### src/rtl/core/byte_budget_lru_cache_core_macros.svh
`ifndef BYTE_BUDGET_LRU_CACHE_CORE_MACROS_SVH
`define BYTE_BUDGET_LRU_CACHE_CORE_MACROS_SVH

// Implication checked at every clock edge outside reset.
`define BBLC_ASSERT_IMP(lbl, ante, cons, msg) \
  lbl: assert property (@(posedge clk) disable iff (!rst_n) (ante) |-> (cons)) \
    else $error(msg);

// Implication whose consequence is checked in the cycle after the antecedent.
`define BBLC_ASSERT_NEXT(lbl, ante, cons, msg) \
  lbl: assert property (@(posedge clk) disable iff (!rst_n) (ante) |=> (cons)) \
    else $error(msg);

`endif

### src/rtl/core/bblc_pkg.sv
`timescale 1ns / 1ps
package bblc_pkg;

  localparam int ENTRIES      = 16;
  localparam int IDX_W        = $clog2(ENTRIES);
  localparam int CNT_W        = $clog2(ENTRIES + 1);
  localparam int KEY_BITS     = 32;
  localparam int SIZE_BITS    = 32;
  localparam int PAYLOAD_BITS = 32;

  typedef enum logic [1:0] {
    MODE_GET    = 2'd0,
    MODE_PUT    = 2'd1,
    MODE_REMOVE = 2'd2,
    MODE_CLEAR  = 2'd3
  } mode_t;

  typedef struct packed {
    logic [KEY_BITS-1:0]     key;
    logic [SIZE_BITS-1:0]    size;
    logic [PAYLOAD_BITS-1:0] payload;
  } slot_t;

  typedef enum logic [3:0] {
    ST_IDLE,
    ST_DISPATCH,
    ST_SCAN,
    ST_ACT,
    ST_PUT_SEL,
    ST_PUT_LRU,
    ST_EV_CHK,
    ST_EV_DROP,
    ST_PUT_WR,
    ST_RESULT
  } state_t;

endpackage

### src/rtl/core/bblc_req_if.sv
`timescale 1ns / 1ps
interface bblc_req_if;
  logic                              valid;
  logic                              ready;
  logic [1:0]                        mode;
  logic [bblc_pkg::KEY_BITS-1:0]     key;
  logic [bblc_pkg::SIZE_BITS-1:0]    size_bytes;
  logic [bblc_pkg::PAYLOAD_BITS-1:0] payload;

  modport source (output valid, mode, key, size_bytes, payload, input ready);
  modport sink (input valid, mode, key, size_bytes, payload, output ready);
endinterface

### src/rtl/core/bblc_rsp_if.sv
`timescale 1ns / 1ps
interface bblc_rsp_if;
  logic                              valid;
  logic                              ready;
  logic                              ok;
  logic [bblc_pkg::PAYLOAD_BITS-1:0] payload_out;
  logic [bblc_pkg::SIZE_BITS-1:0]    used_total;

  modport source (output valid, ok, payload_out, used_total, input ready);
  modport sink (input valid, ok, payload_out, used_total, output ready);
endinterface

### src/rtl/core/byte_budget_lru_cache_core.sv
`timescale 1ns / 1ps
// Channel  | Direction | Handshake        | Carries
// in_req   | in        | valid / ready    | mode, key, size_bytes, payload
// out_rsp  | out       | valid / ready    | ok, payload_out, used_total
// cfg      | in        | cfg_we           | cfg_wdata: byte budget
//
// A get or remove runs dispatch, key search, action and result; the key search reads one
// slot a cycle from the slot memory. A put adds slot select, an LRU drop with a full table,
// an eviction check with a drop for every entry evicted, and the write. After a budget write
// the next item first runs the eviction check and its drops. A clear skips the key search.
// in_req.ready is high only in idle; the result register lets the next item enter while a
// result waits on out_rsp. rst_n is synchronous, active low; it empties table and budget.
`include "byte_budget_lru_cache_core_macros.svh"
module byte_budget_lru_cache_core (
  input  logic                           clk,
  input  logic                           rst_n,
  bblc_req_if.sink                       in_req,
  bblc_rsp_if.source                     out_rsp,
  input  logic                           cfg_we,
  input  logic [bblc_pkg::SIZE_BITS-1:0] cfg_wdata
);

  localparam int N  = bblc_pkg::ENTRIES;
  localparam int IW = bblc_pkg::IDX_W;
  localparam int CW = bblc_pkg::CNT_W;
  localparam int SW = bblc_pkg::SIZE_BITS;
  localparam int PW = bblc_pkg::PAYLOAD_BITS;
  localparam int KW = bblc_pkg::KEY_BITS;

  bblc_pkg::state_t state_r, state_nxt;
  bblc_pkg::state_t ret_r, ret_nxt;

  logic [1:0]    mode_r, mode_nxt;
  logic [KW-1:0] key_r, key_nxt;
  logic [SW-1:0] size_r, size_nxt;
  logic [PW-1:0] pl_r, pl_nxt;

  logic [SW-1:0] cap_r, cap_nxt;
  logic          recheck_r, recheck_nxt;
  logic [SW-1:0] used_r, used_nxt;
  logic [SW-1:0] lim_r, lim_nxt;

  logic [N-1:0]  valid_r, valid_nxt;
  logic [IW-1:0] age_r [N];
  logic [IW-1:0] age_nxt [N];

  logic [CW-1:0] scan_r, scan_nxt;
  logic          cmp_vld_r, cmp_vld_nxt;
  logic [IW-1:0] cmp_idx_r, cmp_idx_nxt;
  logic          hit_r, hit_nxt;
  logic [IW-1:0] hit_idx_r, hit_idx_nxt;
  logic [SW-1:0] hit_size_r, hit_size_nxt;
  logic [PW-1:0] hit_pl_r, hit_pl_nxt;
  logic [IW-1:0] slot_r, slot_nxt;
  logic [IW-1:0] ev_idx_r, ev_idx_nxt;

  logic          ok_r, ok_nxt;
  logic [PW-1:0] pout_r, pout_nxt;

  logic          out_valid_r, out_valid_nxt;
  logic          out_ok_r, out_ok_nxt;
  logic [PW-1:0] out_pl_r, out_pl_nxt;
  logic [SW-1:0] out_used_r, out_used_nxt;

  // Slot memory: one read and one write port, registered read.
  bblc_pkg::slot_t mem [N];
  bblc_pkg::slot_t rd_data_r;
  logic [IW-1:0]   rd_addr;
  logic            mem_we;

  // Recency search: the least-recent valid slot has rank (valid count - 1).
  logic [CW-1:0] n_valid;
  logic [IW-1:0] lru_idx;
  logic [IW-1:0] free_idx;
  logic          free_any;
  logic          match;
  logic          scan_last;
  logic          in_acc;

  always_comb begin
    n_valid = '0;
    for (int i = 0; i < N; i++) begin
      n_valid = n_valid + CW'(valid_r[i]);
    end
  end

  always_comb begin
    lru_idx = '0;
    for (int i = N - 1; i >= 0; i--) begin
      if (valid_r[i] && ({1'b0, age_r[i]} == CW'(n_valid - CW'(1)))) begin
        lru_idx = IW'(i);
      end
    end
  end

  always_comb begin
    free_idx = '0;
    free_any = 1'b0;
    for (int i = N - 1; i >= 0; i--) begin
      if (!valid_r[i]) begin
        free_idx = IW'(i);
        free_any = 1'b1;
      end
    end
  end

  assign in_acc    = in_req.valid && in_req.ready;
  assign match     = cmp_vld_r && valid_r[cmp_idx_r] && (rd_data_r.key == key_r);
  assign scan_last = cmp_vld_r && (cmp_idx_r == IW'(N - 1));

  assign in_req.ready        = (state_r == bblc_pkg::ST_IDLE);
  assign out_rsp.valid       = out_valid_r;
  assign out_rsp.ok          = out_ok_r;
  assign out_rsp.payload_out = out_pl_r;
  assign out_rsp.used_total  = out_used_r;

  // Next state.
  always_comb begin
    state_nxt = state_r;
    case (state_r)
      bblc_pkg::ST_IDLE: begin
        if (in_acc) begin
          state_nxt = recheck_r ? bblc_pkg::ST_EV_CHK : bblc_pkg::ST_DISPATCH;
        end
      end
      bblc_pkg::ST_DISPATCH: begin
        state_nxt = (mode_r == bblc_pkg::MODE_CLEAR) ? bblc_pkg::ST_RESULT
                                                     : bblc_pkg::ST_SCAN;
      end
      bblc_pkg::ST_SCAN: begin
        if (match || scan_last) begin
          state_nxt = bblc_pkg::ST_ACT;
        end
      end
      bblc_pkg::ST_ACT: begin
        if ((mode_r == bblc_pkg::MODE_PUT) && (size_r <= cap_r)) begin
          state_nxt = bblc_pkg::ST_PUT_SEL;
        end else begin
          state_nxt = bblc_pkg::ST_RESULT;
        end
      end
      bblc_pkg::ST_PUT_SEL: begin
        state_nxt = free_any ? bblc_pkg::ST_EV_CHK : bblc_pkg::ST_PUT_LRU;
      end
      bblc_pkg::ST_PUT_LRU: state_nxt = bblc_pkg::ST_EV_CHK;
      bblc_pkg::ST_EV_CHK: begin
        state_nxt = ((used_r > lim_r) && (n_valid != '0)) ? bblc_pkg::ST_EV_DROP : ret_r;
      end
      bblc_pkg::ST_EV_DROP: state_nxt = bblc_pkg::ST_EV_CHK;
      bblc_pkg::ST_PUT_WR:  state_nxt = bblc_pkg::ST_RESULT;
      bblc_pkg::ST_RESULT: begin
        if (!out_valid_r || out_rsp.ready) begin
          state_nxt = bblc_pkg::ST_IDLE;
        end
      end
      default: state_nxt = bblc_pkg::ST_IDLE;
    endcase
  end

  // Datapath and table updates.
  always_comb begin
    logic          do_drop;
    logic [IW-1:0] d_idx;
    logic [SW-1:0] d_size;
    logic          do_touch;
    logic          do_ins;

    do_drop  = 1'b0;
    d_idx    = '0;
    d_size   = '0;
    do_touch = 1'b0;
    do_ins   = 1'b0;

    mode_nxt     = mode_r;
    key_nxt      = key_r;
    size_nxt     = size_r;
    pl_nxt       = pl_r;
    cap_nxt      = cap_r;
    recheck_nxt  = recheck_r;
    used_nxt     = used_r;
    lim_nxt      = lim_r;
    ret_nxt      = ret_r;
    valid_nxt    = valid_r;
    scan_nxt     = scan_r;
    cmp_vld_nxt  = cmp_vld_r;
    cmp_idx_nxt  = cmp_idx_r;
    hit_nxt      = hit_r;
    hit_idx_nxt  = hit_idx_r;
    hit_size_nxt = hit_size_r;
    hit_pl_nxt   = hit_pl_r;
    slot_nxt     = slot_r;
    ev_idx_nxt   = ev_idx_r;
    ok_nxt       = ok_r;
    pout_nxt     = pout_r;
    rd_addr      = lru_idx;
    mem_we       = 1'b0;
    out_valid_nxt = out_valid_r && !out_rsp.ready;
    out_ok_nxt    = out_ok_r;
    out_pl_nxt    = out_pl_r;
    out_used_nxt  = out_used_r;

    if (cfg_we) begin
      cap_nxt     = cfg_wdata;
      recheck_nxt = 1'b1;
    end

    case (state_r)
      bblc_pkg::ST_IDLE: begin
        if (in_acc) begin
          mode_nxt = in_req.mode;
          key_nxt  = in_req.key;
          size_nxt = in_req.size_bytes;
          pl_nxt   = in_req.payload;
          lim_nxt  = cap_r;
          ret_nxt  = bblc_pkg::ST_DISPATCH;
        end
      end
      bblc_pkg::ST_DISPATCH: begin
        recheck_nxt = 1'b0;
        ok_nxt      = 1'b0;
        pout_nxt    = '0;
        scan_nxt    = '0;
        cmp_vld_nxt = 1'b0;
        hit_nxt     = 1'b0;
        if (mode_r == bblc_pkg::MODE_CLEAR) begin
          valid_nxt = '0;
          used_nxt  = '0;
        end
      end
      bblc_pkg::ST_SCAN: begin
        rd_addr     = scan_r[IW-1:0];
        cmp_vld_nxt = (scan_r < CW'(N));
        cmp_idx_nxt = scan_r[IW-1:0];
        scan_nxt    = scan_r + CW'(1);
        if (match) begin
          hit_nxt      = 1'b1;
          hit_idx_nxt  = cmp_idx_r;
          hit_size_nxt = rd_data_r.size;
          hit_pl_nxt   = rd_data_r.payload;
        end
      end
      bblc_pkg::ST_ACT: begin
        if (hit_r) begin
          case (mode_r)
            bblc_pkg::MODE_GET: begin
              do_touch = 1'b1;
              ok_nxt   = 1'b1;
              pout_nxt = hit_pl_r;
            end
            bblc_pkg::MODE_REMOVE: begin
              do_drop = 1'b1;
              ok_nxt  = 1'b1;
            end
            bblc_pkg::MODE_PUT: do_drop = 1'b1;
            default: ;
          endcase
        end
        d_idx  = hit_idx_r;
        d_size = hit_size_r;
      end
      bblc_pkg::ST_PUT_SEL: begin
        lim_nxt  = cap_r - size_r;
        ret_nxt  = bblc_pkg::ST_PUT_WR;
        slot_nxt = free_any ? free_idx : lru_idx;
      end
      bblc_pkg::ST_PUT_LRU: begin
        do_drop = 1'b1;
        d_idx   = slot_r;
        d_size  = rd_data_r.size;
      end
      bblc_pkg::ST_EV_CHK: begin
        ev_idx_nxt = lru_idx;
      end
      bblc_pkg::ST_EV_DROP: begin
        do_drop     = 1'b1;
        d_idx       = ev_idx_r;
        d_size      = rd_data_r.size;
        recheck_nxt = 1'b0;
      end
      bblc_pkg::ST_PUT_WR: begin
        do_ins   = 1'b1;
        mem_we   = 1'b1;
        used_nxt = used_r + size_r;
        ok_nxt   = 1'b1;
      end
      bblc_pkg::ST_RESULT: begin
        if (!out_valid_r || out_rsp.ready) begin
          out_valid_nxt = 1'b1;
          out_ok_nxt    = ok_r;
          out_pl_nxt    = pout_r;
          out_used_nxt  = used_r;
        end
      end
      default: ;
    endcase

    for (int i = 0; i < N; i++) begin
      age_nxt[i] = age_r[i];
      if (do_drop && valid_r[i] && (IW'(i) != d_idx) && (age_r[i] > age_r[d_idx])) begin
        age_nxt[i] = age_r[i] - IW'(1);
      end
      if (do_touch && valid_r[i] && (IW'(i) != hit_idx_r) &&
          (age_r[i] < age_r[hit_idx_r])) begin
        age_nxt[i] = age_r[i] + IW'(1);
      end
      if (do_ins && valid_r[i]) begin
        age_nxt[i] = age_r[i] + IW'(1);
      end
    end
    if (do_drop) begin
      valid_nxt[d_idx] = 1'b0;
      used_nxt         = used_r - d_size;
    end
    if (do_touch) begin
      age_nxt[hit_idx_r] = '0;
    end
    if (do_ins) begin
      valid_nxt[slot_r] = 1'b1;
      age_nxt[slot_r]   = '0;
    end
  end

  always_ff @(posedge clk) begin
    if (mem_we) begin
      mem[slot_r] <= '{key: key_r, size: size_r, payload: pl_r};
    end
    rd_data_r <= mem[rd_addr];
  end

  always_ff @(posedge clk) begin
    if (!rst_n) begin
      state_r     <= bblc_pkg::ST_IDLE;
      ret_r       <= bblc_pkg::ST_DISPATCH;
      cap_r       <= '0;
      recheck_r   <= 1'b0;
      used_r      <= '0;
      valid_r     <= '0;
      cmp_vld_r   <= 1'b0;
      hit_r       <= 1'b0;
      out_valid_r <= 1'b0;
    end else begin
      state_r     <= state_nxt;
      ret_r       <= ret_nxt;
      cap_r       <= cap_nxt;
      recheck_r   <= recheck_nxt;
      used_r      <= used_nxt;
      valid_r     <= valid_nxt;
      cmp_vld_r   <= cmp_vld_nxt;
      hit_r       <= hit_nxt;
      out_valid_r <= out_valid_nxt;
    end
  end

  always_ff @(posedge clk) begin
    mode_r     <= mode_nxt;
    key_r      <= key_nxt;
    size_r     <= size_nxt;
    pl_r       <= pl_nxt;
    lim_r      <= lim_nxt;
    scan_r     <= scan_nxt;
    cmp_idx_r  <= cmp_idx_nxt;
    hit_idx_r  <= hit_idx_nxt;
    hit_size_r <= hit_size_nxt;
    hit_pl_r   <= hit_pl_nxt;
    slot_r     <= slot_nxt;
    ev_idx_r   <= ev_idx_nxt;
    ok_r       <= ok_nxt;
    pout_r     <= pout_nxt;
    out_ok_r   <= out_ok_nxt;
    out_pl_r   <= out_pl_nxt;
    out_used_r <= out_used_nxt;
    for (int i = 0; i < N; i++) begin
      age_r[i] <= age_nxt[i];
    end
  end

  // A stored put never leaves the bytes in use above the budget.
  `BBLC_ASSERT_NEXT(a_put_fits, state_r == bblc_pkg::ST_PUT_WR,
    used_r <= cap_r, "put over budget")
  // The slot chosen for a new record is free when it is written.
  `BBLC_ASSERT_IMP(a_put_slot_free, state_r == bblc_pkg::ST_PUT_WR,
    !valid_r[slot_r], "put slot busy")
  // Eviction only ever drops a live entry.
  `BBLC_ASSERT_IMP(a_evict_live, state_r == bblc_pkg::ST_EV_DROP,
    valid_r[ev_idx_r], "evict dead slot")
  // A clear empties the table.
  `BBLC_ASSERT_NEXT(a_clear_empty,
    state_r == bblc_pkg::ST_DISPATCH && mode_r == bblc_pkg::MODE_CLEAR,
    valid_r == '0 && used_r == '0, "clear left entries")

endmodule
### src/flat_wrapper.sv
// flat-port wrapper written by rule: the top's interface ports become plain ports
module byte_budget_lru_cache_core_flat 
  (clk, rst_n, cfg_we, cfg_wdata, in_req_valid, in_req_mode, in_req_key, in_req_size_bytes, in_req_payload, in_req_ready, out_rsp_valid, out_rsp_ok, out_rsp_payload_out, out_rsp_used_total, out_rsp_ready);
  bblc_req_if in_req_i ();
  bblc_rsp_if out_rsp_i ();
  input  logic clk;
  input  logic rst_n;
  input  logic cfg_we;
  input  logic [bblc_pkg::SIZE_BITS-1:0] cfg_wdata;
  input wire logic [$bits(in_req_i.valid)-1:0] in_req_valid;
  input wire logic [$bits(in_req_i.mode)-1:0] in_req_mode;
  input wire logic [$bits(in_req_i.key)-1:0] in_req_key;
  input wire logic [$bits(in_req_i.size_bytes)-1:0] in_req_size_bytes;
  input wire logic [$bits(in_req_i.payload)-1:0] in_req_payload;
  output wire logic [$bits(in_req_i.ready)-1:0] in_req_ready;
  output wire logic [$bits(out_rsp_i.valid)-1:0] out_rsp_valid;
  output wire logic [$bits(out_rsp_i.ok)-1:0] out_rsp_ok;
  output wire logic [$bits(out_rsp_i.payload_out)-1:0] out_rsp_payload_out;
  output wire logic [$bits(out_rsp_i.used_total)-1:0] out_rsp_used_total;
  input wire logic [$bits(out_rsp_i.ready)-1:0] out_rsp_ready;
  assign in_req_i.valid = in_req_valid;
  assign in_req_i.mode = in_req_mode;
  assign in_req_i.key = in_req_key;
  assign in_req_i.size_bytes = in_req_size_bytes;
  assign in_req_i.payload = in_req_payload;
  assign in_req_ready = in_req_i.ready;
  assign out_rsp_valid = out_rsp_i.valid;
  assign out_rsp_ok = out_rsp_i.ok;
  assign out_rsp_payload_out = out_rsp_i.payload_out;
  assign out_rsp_used_total = out_rsp_i.used_total;
  assign out_rsp_i.ready = out_rsp_ready;
  byte_budget_lru_cache_core u_core (.clk(clk), .rst_n(rst_n), .in_req(in_req_i), .out_rsp(out_rsp_i), .cfg_we(cfg_we), .cfg_wdata(cfg_wdata));
endmodule
### config.mk
export PLATFORM = sky130hd
export DESIGN_NAME = byte_budget_lru_cache_core_flat
export DESIGN_NICKNAME = d
export VERILOG_FILES = /design/src/rtl/core/bblc_pkg.sv /design/src/rtl/core/bblc_req_if.sv /design/src/rtl/core/bblc_rsp_if.sv /design/src/rtl/core/byte_budget_lru_cache_core.sv /design/src/flat_wrapper.sv
export VERILOG_INCLUDE_DIRS = /design/src /design/src/rtl/core
export SDC_FILE = /design/constraint.sdc
export NUM_CORES = 2
export LEC_CHECK = 0
export BUFFER_PORTS_ARGS = -buffer_cell sky130_fd_sc_hd__buf_2
export CAP_MARGIN = 20
export CORE_AREA = 2 2 547 332
export CTS_CLUSTER_SIZE = 40
export DETAILED_ROUTE_END_ITERATION = 6
export DIE_AREA = 0 0 549 334
export PLACE_DENSITY = 0.66
export SLEW_MARGIN = 0
export SYNTH_ARGS = -nofsm -noshare
export SYNTH_HDL_FRONTEND = slang
export SYNTH_SLANG_ARGS = --single-unit
### constraint.sdc
create_clock -name clk -period 19.9 [get_ports clk]
set_input_delay 4.975 -clock clk [delete_from_list [all_inputs] [get_ports clk]]
set_output_delay 4.975 -clock clk [all_outputs]
set_load 0.1 [all_outputs]
# Word-level counts from Yosys, hierarchy flattened
# Memories as Yosys holds them, arrays and structs flattened. A register that Yosys moved wholly into a read port is not among the register bits.
# Index checks and enable logic that the tools add are counted.
# W data, S select, Z words.
[word_totals]
reg_bits = 405
ramBits = 1600
input_bits = 135
out_inout_bits = 67
wordCells = 522
mem_count = 2
[mem_list]
columns = ["memory", "words", "word_bits", "rd", "rd_clocked_by_memory_dff", "wr", "line", "rtl"]
rows = [
  ["u_core.mem", 16, 96, 1, 1, 1, "byte_budget_lru_cache_core.sv:66", "bblc_pkg::slot_t mem [N];"],
  ["u_core.age_r", 16, 4, 18, 1, 16, "byte_budget_lru_cache_core.sv:44", "logic [IW-1:0] age_r [N];"],
]
[classes]
addsub = 52
magnitude_cmp = 44
n_eq_ne = 68
n_mux = 154
bitwise = 10
n_reduce_logical = 166
[ops]
columns = ["op", "count"]
rows = [
  ["$mux W4", 92],
  ["$pmux W32 S2", 4],
  ["$mux W32", 5],
  ["$logic_and A1 B1 Y1", 139],
  ["$and A64 B64 Y64", 2],
  ["$mux W64", 2],
  ["$not A64 Y64", 2],
  ["$eq A4 B5 Y1", 16],
  ["$add A5 B1 Y5", 14],
  ["$add A4 B1 Y4 const B", 16],
  ["$gt A4 B4 Y1", 16],
  ["$lt A4 B4 Y1", 16],
  ["$mux W16", 4],
  ["$ne A4 B4 Y1 const A", 16],
  ["$sub A32 B32 Y32", 2],
  ["$sub A4 B1 Y4 const B", 16],
  ["$pmux W4 S9", 1],
  ["$add A32 B32 Y32", 1],
  ["$demux W4 S4", 2],
  ["$eq A32 B32 Y1", 1],
  ["$gt A32 B32 Y1", 1],
  ["$le A32 B32 Y1", 1],
  ["$mux W1", 32],
  ["$ne A3 B4 Y1 const A", 8],
  ["45 further kinds", 85],
]

# Longest topological paths before layout
[depth]
word_depth = 35
ltp_mapped = 27
ltp_nobuf = 23

# Worst setup path before layout
# Ideal clock, no wire load.
[synth_timing]
path_kind = "reg-to-output"
start = "register u_core.state_r[2]"
end = "output port in_req_ready"
t_arrival_ns = 3.546
setup_slack_ns = 11.379
stages_incl_launch_ff = 3
path_buffers = 1
cell_sequence = "dfxtp_1 > clkbuf_1 > nor4_1"
[synth_via]
elab_chain_cells = 1
[synth_rtl]
columns = ["item", "line", "rtl"]
rows = [
  ["start: declaration", "byte_budget_lru_cache_core.sv:30", "bblc_pkg::state_t state_r, state_nxt;"],
  ["start signal: assignment", "byte_budget_lru_cache_core.sv:332", "state_r <= bblc_pkg::ST_IDLE;"],
  ["start signal: assignment", "byte_budget_lru_cache_core.sv:342", "state_r <= state_nxt;"],
  ["$logic_not A4 Y1", "byte_budget_lru_cache_core.sv:111", "assign in_req.ready = (state_r == bblc_pkg::ST_IDLE);"],
  ["end: declaration", "flat_wrapper.sv:15", "output wire logic [$bits(in_req_i.ready)-1:0] in_req_ready;"],
]
# Every way passes these cells.

# Worst setup path in the final report
[layout_timing]
start = "register u_core.valid_r[1]"
end = "register u_core.rd_data_r[82] (netlist name)"
[layout_via]
elab_chain_cells = 35
word_cells_on_any_way = 65
[layout_rtl]
columns = ["item", "line", "rtl"]
rows = [
  ["start: declaration", "byte_budget_lru_cache_core.sv:43", "logic [N-1:0] valid_r, valid_nxt;"],
  ["start signal: assignment", "byte_budget_lru_cache_core.sv:347", "valid_r <= valid_nxt;"],
  ["$add A1 B1 Y2", "byte_budget_lru_cache_core.sv:83", "n_valid = n_valid + CW'(valid_r[i]);"],
  ["$add A5 B1 Y5 (14 in series)", "byte_budget_lru_cache_core.sv:83", ""],
  ["$sub A5 B1 Y5", "byte_budget_lru_cache_core.sv:90", "if (valid_r[i] && ({1'b0, age_r[i]} == CW'(n_valid - CW'(1)))) begin"],
  ["$eq A4 B5 Y1", "byte_budget_lru_cache_core.sv:90", ""],
  ["$logic_and A1 B1 Y1", "byte_budget_lru_cache_core.sv:90", ""],
  ["$mux W4 (15 in series)", "byte_budget_lru_cache_core.sv:90", ""],
  ["$mux W4 *", "byte_budget_lru_cache_core.sv:90", ""],
  ["via u_core.lru_idx[0]", "byte_budget_lru_cache_core.sv:73", "logic [IW-1:0] lru_idx;"],
  ["$mux W4 *", "byte_budget_lru_cache_core.sv:207", "case (state_r)"],
]
# The timed path passes the listed nets; every way through them passes the cells marked *.
# A chain may end at the register's enable or synchronous reset.

==> impl_results.md <==
* Status: finished, final reports clean
* Mux cell area share after synthesis at 11.10%
* Vias in the first global route at 48770
* Worst setup SP type: flip-flop
* Input/output buffers at 201
* Setup violations, final at 0
* Post-route design area at 0.09878 mm²
* Max-cap viol count at 0
* P per Cell Area at 121.6 mW/mm²
* First-pass GRT wire length at 338200 µm
* Fin Hold WS at 0.4041 ns
* Asr flop ratio synth at 0%
* Core area at 0.1793 mm²
* Synth top area share at 62.69%
* Number of synthesized flops with an enable pin at 1849
* # hold bufs at CTS at 0
* Avg Synthesized Cell Area at 16.56 µm²
* Hold Path Class: reg -> reg
* Number of buffers created by CTS at 192
* Worst Path Required at 20.61 ns
* #FFs+latches synth at 2103
* Unrepaired setup endpoints after global routing: false
* Yosys top cell by area: edfxtp_1
* 1st-iter DRT viols at 7186
* Leak at 34.00 nW
* Non-Filler Instances at 8150
* Routed WL at 232000 µm
* Maximum vdd drop at 0.09530 mV
* Tmin final at 10.83 ns
* Most area-consuming cells after synthesis: edfxtp_1 (63%), mux4_2 (10%), dfxtp_1 (5.7%), ha_1 (4.0%), a22oi_1 (2.0%)
* Main synth FF type: edfxtp_1
* Drt first pass iters at 6
* Synth cell count leaders: edfxtp_1 (1849), mux4_2 (409), nand2_1 (291), ha_1 (282), dfxtp_1 (254)
* Final core occ at 55.11%
* Grt ovf at 0
* Die width at 549 µm
* Clock-pin slew on the worst setup and hold paths at 0.08 ns
* Clk sinks at 2103
* CP Class: reg -> reg
* Synthesis Warnings at 0
* Most common cell in the netlist: edfxtp_1
* CTS tree: done
* Main combinational cell family by area after synthesis: multiplexers
* Post-synthesis adder-cell area fraction at 4.278%
* Placed Area at 0.09237 mm²
* Max-slew headroom at 23.69%
* Final hold viol count at 0
* Placed Cells at 7796
* Slew of the pin with the lowest slew margin at 1.145 ns
* Setup TNS at 0 ns
* Worst skew pair latency at 0.86 ns
* Number of remaining DRC errors at 0
* GR Util All Layers at 25.13%
* Final ANT Viol Nets at 0
* Htree depth at 4
* Die H at 334 µm
* Worst Setup End Kind: flip-flop
* Post-cts resize count at 0
* Sequential share of the synthesized area at 68.43%
* Fmax at 92.32 MHz
* Cells after Synth at 5348
* HPWL Detailed at 133900 µm
* Initial Util at 49.41%
* Synth Area in Simple Gates at 5.040%
* WL per Instance at 28.46 µm
* Number of placement rows at 121
* Vias per cell at 6.200
* Complex-gate fraction of the synthesized area at 6.863%
* Clk_skew at 0.07897 ns
* Layout cells sized above 1 at 18.23%
* Vias post-DR at 50530
* IO Count at 202
* Synthesized cell area at 0.08857 mm²
* Synth-to-Final Area Change at 11.53%
* Largest net degree at the start of global routing at 161
* Setup bufs post-CTS at 0
* Final Cycle Share at 54.43%
* Synth cell types at 80
* Crit Path Max Fanout at 101
* Die area at 0.1834 mm²
* Synthesized net count at 5778
* Clock Tree Buf Depth at 4
* Final net count at 6026
* Synth Area in XOR/XNOR at 2.211%
* Critical path arrival at 11.54 ns
* Root Buffer: clkbuf_16
* Initial antenna violation count at 18
* Reg2Reg Setup Slack at 9.07 ns
* Fin. max-slew vios at 0
* Gpl congestion at 0.9799
[sequential cells by signal, indices dropped and copies added (netlist names), 5 cells and up, named ones only]
signal and cells:
u_core.hit_size_r 32, u_core.lim_r 32, u_core.key_r 32, u_core.valid_r 16, u_core.rd_data_r 96, u_core.out_rsp.payload_out 32, u_core.used_r 32, u_core.mem 1536
u_core.hit_pl_r 32, u_core.scan_r 5, u_core.size_r 32, u_core.age_r 64, u_core.pl_r 32, u_core.cap_r 32, u_core.out_rsp.used_total 32, u_core.pout_r 32
[area by class of cell]
type / count / area (µm²)
Antenna cell: 2 / 5.005
Timing Repair Buffer: 291 / 1759
Sequential cell: 2103 / 60610
Fill cell: 13890 / 80470
Clock inverter: 95 / 1075
Multi-Input combinational cell: 2809 / 26230
Inverter: 199 / 817.0
Clock buffer: 253 / 5289
Tap cell: 2398 / 3000
[per-layer routing]
layer	vias up	track usage, %	routed length, µm
met5	-	0	26
met4	6	4.700	3952
met3	314	5.639	23850
met2	2575	35.98	99430
met1	25960	39.58	104700
li1	21680	-	-
[power by group]
group | internal (mW) | switching, mW | total [mW]
Combinational | 1.05 | 1.42 | 2.47
Clock | 2.15 | 1.63 | 3.78
Sequential | 5.35 | 0.414 | 5.76
Total | 8.55 | 3.46 | 12.0
[critical path: stages (launching register included)]
cell and delay [ns]:
dfxtp_1 0.58, ha_1 0.31, inv_1 0.07, fa_1 0.40
inv_1 0.08, fa_1 0.42, fa_1 0.49, inv_1 0.05
fa_1 0.45, fa_1 0.43, fa_1 0.55, ha_1 0.98
xnor2_1 0.16, nor4_2 0.40, nand2b_1 0.16, a221oi_1 0.34
o22ai_1 0.14, a311oi_1 0.39, a211oi_2 0.20, mux2i_4 0.55
buf_12 0.65, buf_4 0.89, buf_4 0.86, mux4_2 0.61
a22oi_1 0.22, nand2_1 0.09
[per-stage QoR]
step	power (mW)	setup WS, ns
detailed placement	8.298	8.984
floorplan	7.502	11.38
CTS	12.05	8.937
global placement	8.242	9.127
global route	12.51	8.285
finish	12.01	9.068
[placed cells by master, fill, tap and decap left out, drive strengths merged, types with 11 or more instances in the layout]
cell	instances
mux2i	52
a222oi	18
o21ai	157
xor2	89
xnor2	132
bufinv	21
and2	51
nand2	291
nor2	222
a211oi	37
ha	282
nand4	62
nor4	13
mux4	409
o21a	38
nand2b	55
a31oi	36
a21o	66
nor2b	44
o22ai	11
and3	16
clkbuf	254
a21oi	150
dfxtp	254
clkinv	58
o211ai	32
buf	290
inv	207
a311oi	14
or3	21
nor3	53
nand3	65
a41oi	14
a22oi	234
fa	13
edfxtp	1849
a221oi	12
[cell families (layout without fill, tap and decap cells)]
| kind of cell | Yosys count | in the layout |
|---|---|---|
| fa+ha+maj | 295 | 295 |
| other cells | 0 | 2 |
| xor+xnor | 222 | 222 |
| buf+inv | 436 | 838 |
| flops | 2103 | 2103 |
| compound gates | 892 | 892 |
| simple gates | 931 | 931 |
| mux | 469 | 469 |
[worst paths after layout]
path / start / endpoint / cells after the start
setup / recovery: u_core.valid_r[1] / u_core.rd_data_r[82] / 25
hold / removal: u_core.pout_r[30] / u_core.out_rsp.payload_out[30] / 0
setup reg to reg: u_core.valid_r[1] / u_core.rd_data_r[82] / 25
hold reg to reg: u_core.pout_r[30] / u_core.out_rsp.payload_out[30] / 0
Note: power is estimated with default switching activity, not from simulation.
